==> src/msc_pkg.sv <==
// shared types, constants and tables for the magnetometer scaling and calibration core
`timescale 1ns / 1ps
`default_nettype none
package msc_pkg;

   typedef enum logic [2:0] {
      OP_MEASURE = 3'd0,
      OP_START   = 3'd1,
      OP_POS     = 3'd2,
      OP_NEG     = 3'd3,
      OP_FINISH  = 3'd4
   } op_type;

   typedef enum logic [2:0] {
      S_IDLE,
      S_MUL,
      S_DIV,
      S_NEXT,
      S_PUSH
   } state_type;

   typedef struct packed {
      logic busy;
      logic done;
   } div_stat_type;

   localparam int DIV_W = 40;
   localparam int DVS_W = 24;
   localparam int CNT_W = 6;

   localparam int unsigned EXPECT_XY = 190240;
   localparam int unsigned EXPECT_Z  = 177120;

   localparam logic [15:0] GAIN_ONE = 16'd16384;
   localparam logic [15:0] GAIN_MAX = 16'hFFFF;

   localparam logic signed [17:0] TOT_MAX = 18'sd131071;
   localparam logic signed [17:0] TOT_MIN = -18'sd131072;
   localparam logic signed [15:0] SAT_LIMIT = -16'sd4096;

   localparam logic [DIV_W-1:0] FIELD_POS_MAX = 40'd524287;
   localparam logic [DIV_W-1:0] FIELD_NEG_MAX = 40'd524288;

   // counts per gauss for each gain code
   function automatic logic [10:0] scale_of(input logic [2:0] code);
      logic [10:0] s;
      case (code)
         3'd0: s = 11'd1280;
         3'd1: s = 11'd1024;
         3'd2: s = 11'd768;
         3'd3: s = 11'd614;
         3'd4: s = 11'd415;
         3'd5: s = 11'd361;
         3'd6: s = 11'd307;
         default: s = 11'd219;
      endcase
      return s;
   endfunction

endpackage
`default_nettype wire

==> src/msc_div.sv <==
// restoring divider, one quotient bit per cycle
`timescale 1ns / 1ps
`default_nettype none
module msc_div (
   input  wire logic                        clock,
   input  wire logic                        reset,
   input  wire logic                        start,
   input  wire logic [msc_pkg::DIV_W-1:0]   dividend,
   input  wire logic [msc_pkg::DVS_W-1:0]   divisor,
   output msc_pkg::div_stat_type            stat,
   output logic      [msc_pkg::DIV_W-1:0]   quotient
);

   logic [msc_pkg::DIV_W-1:0] dvd_ff;
   logic [msc_pkg::DVS_W-1:0] rem_ff, rem_in;
   logic [msc_pkg::DVS_W-1:0] dvs_ff;
   logic [msc_pkg::CNT_W-1:0] cnt_ff;
   logic                      busy_ff, done_ff;
   logic [msc_pkg::DVS_W:0]   rem_sh, diff;
   logic                      ge;

   always_comb begin
      rem_sh = {rem_ff, dvd_ff[msc_pkg::DIV_W-1]};
      diff   = rem_sh - {1'b0, dvs_ff};
      ge     = rem_sh >= {1'b0, dvs_ff};
      rem_in = ge ? diff[msc_pkg::DVS_W-1:0] : rem_sh[msc_pkg::DVS_W-1:0];
   end

   always_ff @(posedge clock) begin
      if (reset) begin
         busy_ff <= 1'b0;
         done_ff <= 1'b0;
         cnt_ff  <= '0;
      end else begin
         done_ff <= 1'b0;
         if (start) begin
            busy_ff <= 1'b1;
            cnt_ff  <= msc_pkg::CNT_W'(msc_pkg::DIV_W);
            dvd_ff  <= dividend;
            dvs_ff  <= divisor;
            rem_ff  <= '0;
         end else if (busy_ff) begin
            // quotient bits shift in where dividend bits leave
            dvd_ff <= {dvd_ff[msc_pkg::DIV_W-2:0], ge};
            rem_ff <= rem_in;
            cnt_ff <= cnt_ff - 1'b1;
            if (cnt_ff == msc_pkg::CNT_W'(1)) begin
               busy_ff <= 1'b0;
               done_ff <= 1'b1;
            end
         end
      end
   end

   assign stat.busy = busy_ff;
   assign stat.done = done_ff;
   assign quotient  = dvd_ff;

`ifndef SYNTHESIS
   a_no_restart: assert property (@(posedge clock) disable iff (reset)
      start |-> !busy_ff) else $error("divider started while busy");
`endif

endmodule
`default_nettype wire

==> src/magnetometer_selftest_calibrate_scale_core.sv <==
// top level: field scaling and bias self-test gain calibration
//
// channel | dir | handshake             | payload
// req     | in  | req_tvalid/req_tready | tdata: six sample bytes, tuser: operation
// rsp     | out | rsp_tvalid/rsp_tready | tdata: x,y,z fields, tuser: status flags
// csr     | in  | csr_valid/csr_ready   | csr_data: gain code
//
// measure and successful finish run the shared serial divider once per axis; an axis with
// a zero total on finish skips its division.
// other operations skip the divider.
// one transaction is worked on at a time; the next is taken once the result is queued.
// a stalled result holds in the output register; reset is synchronous.
`timescale 1ns / 1ps
`default_nettype none
module magnetometer_selftest_calibrate_scale_core #(
   parameter int CAL_SAMPLES = 10
) (
   input  wire logic        clock,
   input  wire logic        reset,
   input  wire logic        req_tvalid,
   output logic             req_tready,
   // x_high_byte, x_low_byte, z_high_byte, z_low_byte, y_high_byte, y_low_byte
   input  wire logic [47:0] req_tdata,
   // operation
   input  wire logic [2:0]  req_tuser,
   output logic             rsp_tvalid,
   input  wire logic        rsp_tready,
   // field_x, field_y, field_z, zero padding
   output logic [63:0]      rsp_tdata,
   // gains_applied, calibration_failed
   output logic [1:0]       rsp_tuser,
   input  wire logic        csr_valid,
   output logic             csr_ready,
   input  wire logic [2:0]  csr_data
);

   localparam logic [msc_pkg::DIV_W-1:0] NUM_XY =
      msc_pkg::DIV_W'(64'(msc_pkg::EXPECT_XY) * 64'(CAL_SAMPLES) * 64'd16384);
   localparam logic [msc_pkg::DIV_W-1:0] NUM_Z =
      msc_pkg::DIV_W'(64'(msc_pkg::EXPECT_Z) * 64'(CAL_SAMPLES) * 64'd16384);

   msc_pkg::state_type state_ff, state_in;
   msc_pkg::op_type    op_ff, req_op;
   logic [1:0]         axis_ff;
   logic [2:0]         code_ff;
   logic signed [15:0] raw_ff [3];
   logic signed [17:0] tot_ff [3];
   logic [15:0]        gain_ff [3];
   logic [19:0]        field_ff [3];
   logic               cal_ff, fail_ff;
   logic               rsp_valid_ff;
   logic [63:0]        rsp_data_ff;
   logic [1:0]         rsp_user_ff;

   logic signed [15:0] req_raw [3];
   logic signed [15:0] cur_raw;
   logic signed [17:0] cur_tot;
   logic [16:0]        raw_mag;
   logic [17:0]        tot_mag;
   logic [15:0]        gmul;
   logic [32:0]        prod;
   logic [23:0]        tot_dvs;
   logic [msc_pkg::DIV_W-1:0] dvd;
   logic [msc_pkg::DVS_W-1:0] dvs;
   logic               div_start;
   msc_pkg::div_stat_type div_stat;
   logic [msc_pkg::DIV_W-1:0] quot;
   logic               accept, push;

   assign req_raw[0] = {req_tdata[7:0],   req_tdata[15:8]};
   assign req_raw[1] = {req_tdata[39:32], req_tdata[47:40]};
   assign req_raw[2] = {req_tdata[23:16], req_tdata[31:24]};
   assign req_op     = msc_pkg::op_type'(req_tuser);

   assign req_tready = (state_ff == msc_pkg::S_IDLE);
   assign csr_ready  = 1'b1;
   assign accept     = req_tvalid && req_tready;
   assign push       = (state_ff == msc_pkg::S_PUSH) && (!rsp_valid_ff || rsp_tready);

   // operands for the current axis
   always_comb begin
      cur_raw = raw_ff[axis_ff];
      cur_tot = tot_ff[axis_ff];
      raw_mag = cur_raw[15] ? 17'(-{cur_raw[15], cur_raw}) : 17'({cur_raw[15], cur_raw});
      tot_mag = cur_tot[17] ? 18'(-cur_tot) : 18'(cur_tot);
      gmul    = cal_ff ? gain_ff[axis_ff] : msc_pkg::GAIN_ONE;
      prod    = raw_mag * gmul;
      tot_dvs = 24'(tot_mag) * 24'd100;
      if (op_ff == msc_pkg::OP_MEASURE) begin
         // raw*4096*g/(scale*16384) reduces to raw*g/(4*scale)
         dvd = msc_pkg::DIV_W'(prod);
         dvs = msc_pkg::DVS_W'({msc_pkg::scale_of(code_ff), 2'b00});
      end else begin
         dvd = (axis_ff == 2'd2) ? NUM_Z : NUM_XY;
         dvs = tot_dvs;
      end
      div_start = (state_ff == msc_pkg::S_MUL) &&
                  !(op_ff == msc_pkg::OP_FINISH && cur_tot == 18'sd0);
   end

   msc_div u_div (
      .clock    (clock),
      .reset    (reset),
      .start    (div_start),
      .dividend (dvd),
      .divisor  (dvs),
      .stat     (div_stat),
      .quotient (quot)
   );

   always_comb begin
      state_in = state_ff;
      case (state_ff)
         msc_pkg::S_IDLE: begin
            if (accept) begin
               if (req_op == msc_pkg::OP_MEASURE ||
                   (req_op == msc_pkg::OP_FINISH && !fail_ff))
                  state_in = msc_pkg::S_MUL;
               else
                  state_in = msc_pkg::S_PUSH;
            end
         end
         msc_pkg::S_MUL:  state_in = div_start ? msc_pkg::S_DIV : msc_pkg::S_NEXT;
         msc_pkg::S_DIV:  if (div_stat.done) state_in = msc_pkg::S_NEXT;
         msc_pkg::S_NEXT: state_in = (axis_ff == 2'd2) ? msc_pkg::S_PUSH : msc_pkg::S_MUL;
         msc_pkg::S_PUSH: if (push) state_in = msc_pkg::S_IDLE;
         default:         state_in = msc_pkg::S_IDLE;
      endcase
   end

   always_ff @(posedge clock) begin
      if (reset) state_ff <= msc_pkg::S_IDLE;
      else       state_ff <= state_in;
   end

   always_ff @(posedge clock) begin
      logic signed [18:0] sum;
      logic               bad;
      if (reset) begin
         code_ff      <= 3'd2;
         cal_ff       <= 1'b0;
         fail_ff      <= 1'b0;
         rsp_valid_ff <= 1'b0;
         axis_ff      <= 2'd0;
         op_ff        <= msc_pkg::OP_MEASURE;
         for (int i = 0; i < 3; i++) begin
            tot_ff[i]  <= '0;
            gain_ff[i] <= msc_pkg::GAIN_ONE;
         end
      end else begin
         if (csr_valid && csr_ready) code_ff <= csr_data;

         if (accept) begin
            op_ff   <= req_op;
            axis_ff <= 2'd0;
            for (int i = 0; i < 3; i++) begin
               raw_ff[i]   <= req_raw[i];
               field_ff[i] <= '0;
            end
            bad = 1'b0;
            case (req_op)
               msc_pkg::OP_START: begin
                  for (int i = 0; i < 3; i++) tot_ff[i] <= '0;
                  fail_ff <= 1'b0;
               end
               msc_pkg::OP_POS, msc_pkg::OP_NEG: begin
                  if (!fail_ff) begin
                     for (int i = 0; i < 3; i++) begin
                        if (req_op == msc_pkg::OP_POS)
                           sum = 19'(tot_ff[i]) + 19'(req_raw[i]);
                        else
                           sum = 19'(tot_ff[i]) - 19'(req_raw[i]);
                        if (sum > 19'(msc_pkg::TOT_MAX))      tot_ff[i] <= msc_pkg::TOT_MAX;
                        else if (sum < 19'(msc_pkg::TOT_MIN)) tot_ff[i] <= msc_pkg::TOT_MIN;
                        else                                  tot_ff[i] <= sum[17:0];
                        if (req_raw[i] <= msc_pkg::SAT_LIMIT) bad = 1'b1;
                     end
                     if (bad) fail_ff <= 1'b1;
                  end
               end
               msc_pkg::OP_FINISH: begin
                  if (fail_ff) begin
                     for (int i = 0; i < 3; i++) gain_ff[i] <= msc_pkg::GAIN_ONE;
                     cal_ff <= 1'b0;
                  end else begin
                     cal_ff <= 1'b1;
                  end
               end
               default: ;
            endcase
         end

         // zero total on finish: gain saturates without a division
         if (state_ff == msc_pkg::S_MUL && !div_start)
            gain_ff[axis_ff] <= msc_pkg::GAIN_MAX;

         if (state_ff == msc_pkg::S_DIV && div_stat.done) begin
            if (op_ff == msc_pkg::OP_MEASURE) begin
               if (cur_raw[15])
                  field_ff[axis_ff] <= (quot > msc_pkg::FIELD_NEG_MAX) ? 20'h80000
                                                                       : 20'(-quot[19:0]);
               else
                  field_ff[axis_ff] <= (quot > msc_pkg::FIELD_POS_MAX) ? 20'h7FFFF
                                                                       : quot[19:0];
            end else begin
               gain_ff[axis_ff] <= (quot > msc_pkg::DIV_W'(msc_pkg::GAIN_MAX)) ?
                                   msc_pkg::GAIN_MAX : quot[15:0];
            end
         end

         if (state_ff == msc_pkg::S_NEXT && axis_ff != 2'd2)
            axis_ff <= axis_ff + 2'd1;

         if (push) begin
            rsp_valid_ff <= 1'b1;
            rsp_data_ff  <= {4'd0, field_ff[2], field_ff[1], field_ff[0]};
            rsp_user_ff  <= {fail_ff, cal_ff};
         end else if (rsp_valid_ff && rsp_tready) begin
            rsp_valid_ff <= 1'b0;
         end
      end
   end

   assign rsp_tvalid = rsp_valid_ff;
   assign rsp_tdata  = rsp_data_ff;
   assign rsp_tuser  = rsp_user_ff;

`ifndef SYNTHESIS
   a_cal_only_on_finish: assert property (@(posedge clock) disable iff (reset)
      $rose(cal_ff) |-> $past(accept && req_tuser == msc_pkg::OP_FINISH))
      else $error("calibrated flag set outside finish");
   a_unity_when_uncal: assert property (@(posedge clock) disable iff (reset)
      !cal_ff |-> (gain_ff[0] == msc_pkg::GAIN_ONE && gain_ff[1] == msc_pkg::GAIN_ONE &&
                   gain_ff[2] == msc_pkg::GAIN_ONE))
      else $error("gains not unity while uncalibrated");
   a_done_in_div: assert property (@(posedge clock) disable iff (reset)
      div_stat.done |-> state_ff == msc_pkg::S_DIV)
      else $error("division finished outside divide state");
`endif

endmodule
`default_nettype wire

==> config.mk <==
export PLATFORM = sky130hd
export DESIGN_NAME = magnetometer_selftest_calibrate_scale_core
export DESIGN_NICKNAME = d
export VERILOG_FILES = /design/src/msc_pkg.sv /design/src/msc_div.sv /design/src/magnetometer_selftest_calibrate_scale_core.sv
export SDC_FILE = /design/constraint.sdc
export NUM_CORES = 1
export LEC_CHECK = 0
export BUFFER_PORTS_ARGS = -buffer_cell sky130_fd_sc_hd__buf_2
export CAP_MARGIN = 30
export CORE_ASPECT_RATIO = 1.25
export CORE_MARGIN = 1.5
export CORE_UTILIZATION = 45
export CTS_CLUSTER_DIAMETER = 200
export DETAILED_ROUTE_END_ITERATION = 10
export PLACE_DENSITY = 0.72
export SYNTH_ARGS = -nofsm -noshare
export SYNTH_HDL_FRONTEND = slang
export SYNTH_SLANG_ARGS = --single-unit
==> constraint.sdc <==
create_clock -name clock -period 9 [get_ports clock]
set_input_delay 0.45 -clock clock [delete_from_list [all_inputs] [get_ports clock]]
set_output_delay 0.45 -clock clock [all_outputs]
set_load 0.005 [all_outputs]
==> results.py <==
metrics = {
    "synthesis": {
        "ys_ff_latch": 398,
        "netlist_instances": 3252,
        "yosysUniqueCellTypes": 95,
        "ys.flop_type": "edfxtp_1",
        "synthArstFlopShare_pct": 0,
        "synth_edf_count": 374,
        "ys_seq_area_share_pct": 36.0,
        "yosys_warnings": 0,
        "avgSynthCellArea_um2": 9.99,
        "synth_area_mm2": 0.0325,
    },
    "sta": {
        "fin_ws_ns": 0.490,
        "min_period_ns": 8.51,
        "finalHoldViolCount": 0,
        "skew_ns": 0.0377,
        "tightest_slew_ns": 1.09,
        "rsz0062_at_grt": "no",
        "setup_tns_ns": 0,
        "min_period_over_period_pct": 94.6,
        "relSlewSlack_pct": 27.2,
        "setup_viol": 0,
        "fmax_mhz": 118,
        "maxSlewViolCount": 0,
    },
    "clocking": {
        "clk_pin_slew_ns": 0.06,
        "holdBufCountCts": 0,
        "clockBufferDepth": 3,
        "post_cts_buffers": 0,
        "cts_resized": 0,
        "numCtsBuffers": 42,
        "worstSkewPairLatency_ns": 0.59,
        "cts_tree": "yes",
        "cts_root_buf": "clkbuf_16",
        "h-tree-depth": 2,
        "cts_sinks": 398,
    },
    "power_and_ir_drop": {
        "peakVddDrop_mv": 0.140,
        "seqPwrFrac_pct": 38.5,
        "internal_power_mw": 3.81,
        "switchingPower_mw": 1.85,
        "clockPowerShare_pct": 31.4,
        "p_leak_nw": 15.1,
        "total_power_mw": 5.66,
        "powerDensity_mw_per_mm2": 159,
        "p_sw_share_pct": 32.7,
        "comb_power_share_pct": 30.1,
    },
    "critical_path": {
        "worstSetupEndpointType": "flop",
        "path_max_fanout": 17,
        "crit_type": "reg -> reg",
        "crit_family": "adder cells",
        "required_ns": 9.32,
        "max_stage_delay_ns": 0.64,
        "critPathLaunchType": "flop",
        "worst-path-buf-inv": 4,
        "crit_top_cell": "fa_1",
        "crit_arrival_ns": 8.83,
        "cp_slowest_cell": "xor2_1",
    },
    "final_layout": {
        "regArea_mm2": 0.0117,
        "finalNetCount": 3899,
        "drive_above_1_share_pct": 9.56,
        "fin_util_pct": 50.2,
        "mostFrequentLayoutCells": "nor2_1, edfxtp_1, inv_1, nand2_1, ha_1",
        "layout_commonest_cell": "nor2_1",
        "area_growth_syn_to_layout_pct": 9.80,
        "fin_cells": 4344,
        "multiInputGateArea_mm2": 0.0189,
        "fillCellCount": 6451,
    },
    "detailed_routing": {
        "postRouteAntennaNets": 0,
        "finalWirelength_mm": 82.7,
        "first_pass_iters": 5,
        "routedWlPerCell_um": 19.0,
        "drt_iter0_drc": 1750,
        "drc": 0,
        "vias": 24069,
        "viasPerCell": 5.54,
    },
    "floorplan": {
        "ios": 128,
        "fp.dieW_um": 243,
        "dieArea_mm2": 0.0738,
        "row_count": 109,
        "die_h_um": 303,
        "start_util_pct": 45.7,
        "core_mm2": 0.0711,
    },
    "grt": {
        "grtUsageTotal_pct": 22.5,
        "grt_util_met2_pct": 40.2,
        "busiest_layer": "met2",
        "grt_util_met3_pct": 3.24,
        "antenna_found_initial": 3,
        "grt_pass1_vias": 24231,
        "grt_pass1_wl_mm": 130,
        "grt_max_degree": 65,
        "grt-ovfl-total": 0,
        "met1_usage_pct": 26.6,
    },
    "worst_hold_path": {
        "hp-class": "in -> reg",
    },
    "run": {
        "cap_viol_max_count": 0,
    },
    "status": {
        "status": "finished, final reports clean",
    },
    "placement": {
        "place_hpwl_mm": 63.9,
        "placedCellCount": 4264,
        "port_buffers": 122,
        "gp_congestion": 0.929,
        "dp_slack_ns": 0.602,
    },
}
-- state kept, by name, summed over array words and instances (netlist names), 2 cells and up, named ones only --
name and count:
u_div.dvs_ff 22, state_ff 3, raw_ff 48, u_div.quotient 40, rsp_tdata 60, axis_ff 2, op_ff 3, u_div.rem_ff 24
field_ff 60, u_div.cnt_ff 6, code_ff 3, tot_ff 54, rsp_tuser 2, gain_ff 64
-- logic make-up after synthesis --
| group | Yosys count | share of synthesized area [%] |
|---|---|---|
| adders and majority gates | 474 | 23.5 |
| other | 2 | 0.0231 |
| AOI/OAI and AO/OA | 576 | 11.2 |
| and+or+nand+nor | 1023 | 14.6 |
| xor gates and xnor gates | 194 | 5.25 |
| buffers and inverters | 492 | 5.99 |
| DFF | 398 | 36.0 |
| muxes | 93 | 3.40 |
-- worst min-delay path, cell delays in order --
cell      delay, ns
buf_2          0.08
nand2_1        0.05
o211ai_1       0.07
-- cell type report --
type / count / area share, %
Clock inverter: 27 / 0.912
Antenna cell: 1 / 0.00701
Timing Repair Buffer: 171 / 2.87
Tap cell: 943 / 3.31
Sequential cell: 398 / 32.8
Multi-Input combinational cell: 2381 / 53.1
Clock buffer: 51 / 3.04
Inverter: 372 / 3.91
-- worst paths after layout --
kind	from	endpoint	slack (ns)	cells after the start
setup reg to reg	flop	u_div.quotient[31]	0.49	27
hold reg to reg	field_ff[2][19]	rsp_tdata[59]	0.41	0
hold / removal	csr_data[1]	code_ff[1]	0.10	3
setup / recovery	flop	u_div.quotient[31]	0.49	27
-- metal layers --
metal / share of wire, % / wire length, um
met2: 50 / 41400
met3: 6.1 / 5000
met1: 39 / 32100
met5: 0.035 / 29
met4: 5.1 / 4180
-- through the flow --
stage | cell area [um2] | hold slack, ns
6_report | 35700 | 0.102
3_5_place_dp | 34200 | 0.405
3_3_place_gp | 34200 | 0.401
5_1_grt | 35700 | 0.0960
2_1_floorplan | 32600 | 0.400
4_1_cts | 35600 | 0.0656
-- Yosys cell counts (15+ instances only) --
| master | instances | area [um2] |
|---|---|---|
| nor2_1 | 377 | 1420 |
| edfxtp_1 | 374 | 11200 |
| inv_1 | 372 | 1400 |
| nand2_1 | 284 | 1070 |
| ha_1 | 249 | 3120 |
| fa_1 | 225 | 4500 |
| a21oi_1 | 174 | 871 |
| o21ai_0 | 113 | 566 |
| xnor2_1 | 109 | 955 |
| clkbuf_1 | 84 | 315 |
| xor2_1 | 84 | 736 |
| a21o_1 | 73 | 548 |
| mux2i_1 | 59 | 591 |
| nand3_1 | 57 | 285 |
| nor2b_1 | 57 | 357 |
| nand2b_1 | 42 | 263 |
| nor3_1 | 39 | 195 |
| and2_1 | 36 | 225 |
| o21ai_1 | 29 | 145 |
| o31ai_1 | 25 | 188 |
| dfxtp_1 | 24 | 480 |
| o21a_1 | 23 | 173 |
| or2_2 | 22 | 138 |
| a211oi_1 | 21 | 158 |
| a31oi_1 | 21 | 131 |
| buf_2 | 21 | 105 |
| mux2_2 | 19 | 214 |
| or3_1 | 18 | 113 |
| nand4_1 | 16 | 100 |
| nor4_1 | 16 | 100 |
| and3_1 | 15 | 93.8 |
-- power groups by stage --
stage / clock, mW / sequential (mW) / combinational [mW]
2_1_floorplan: 0 / 2.19 / 1.29
3_3_place_gp: 0 / 2.22 / 1.64
3_5_place_dp: 0 / 2.22 / 1.68
4_1_cts: 1.81 / 2.18 / 1.69
5_1_grt: 1.87 / 2.18 / 1.92
6_report: 1.78 / 2.18 / 1.70
Note: power is estimated with default switching activity, not from simulation.
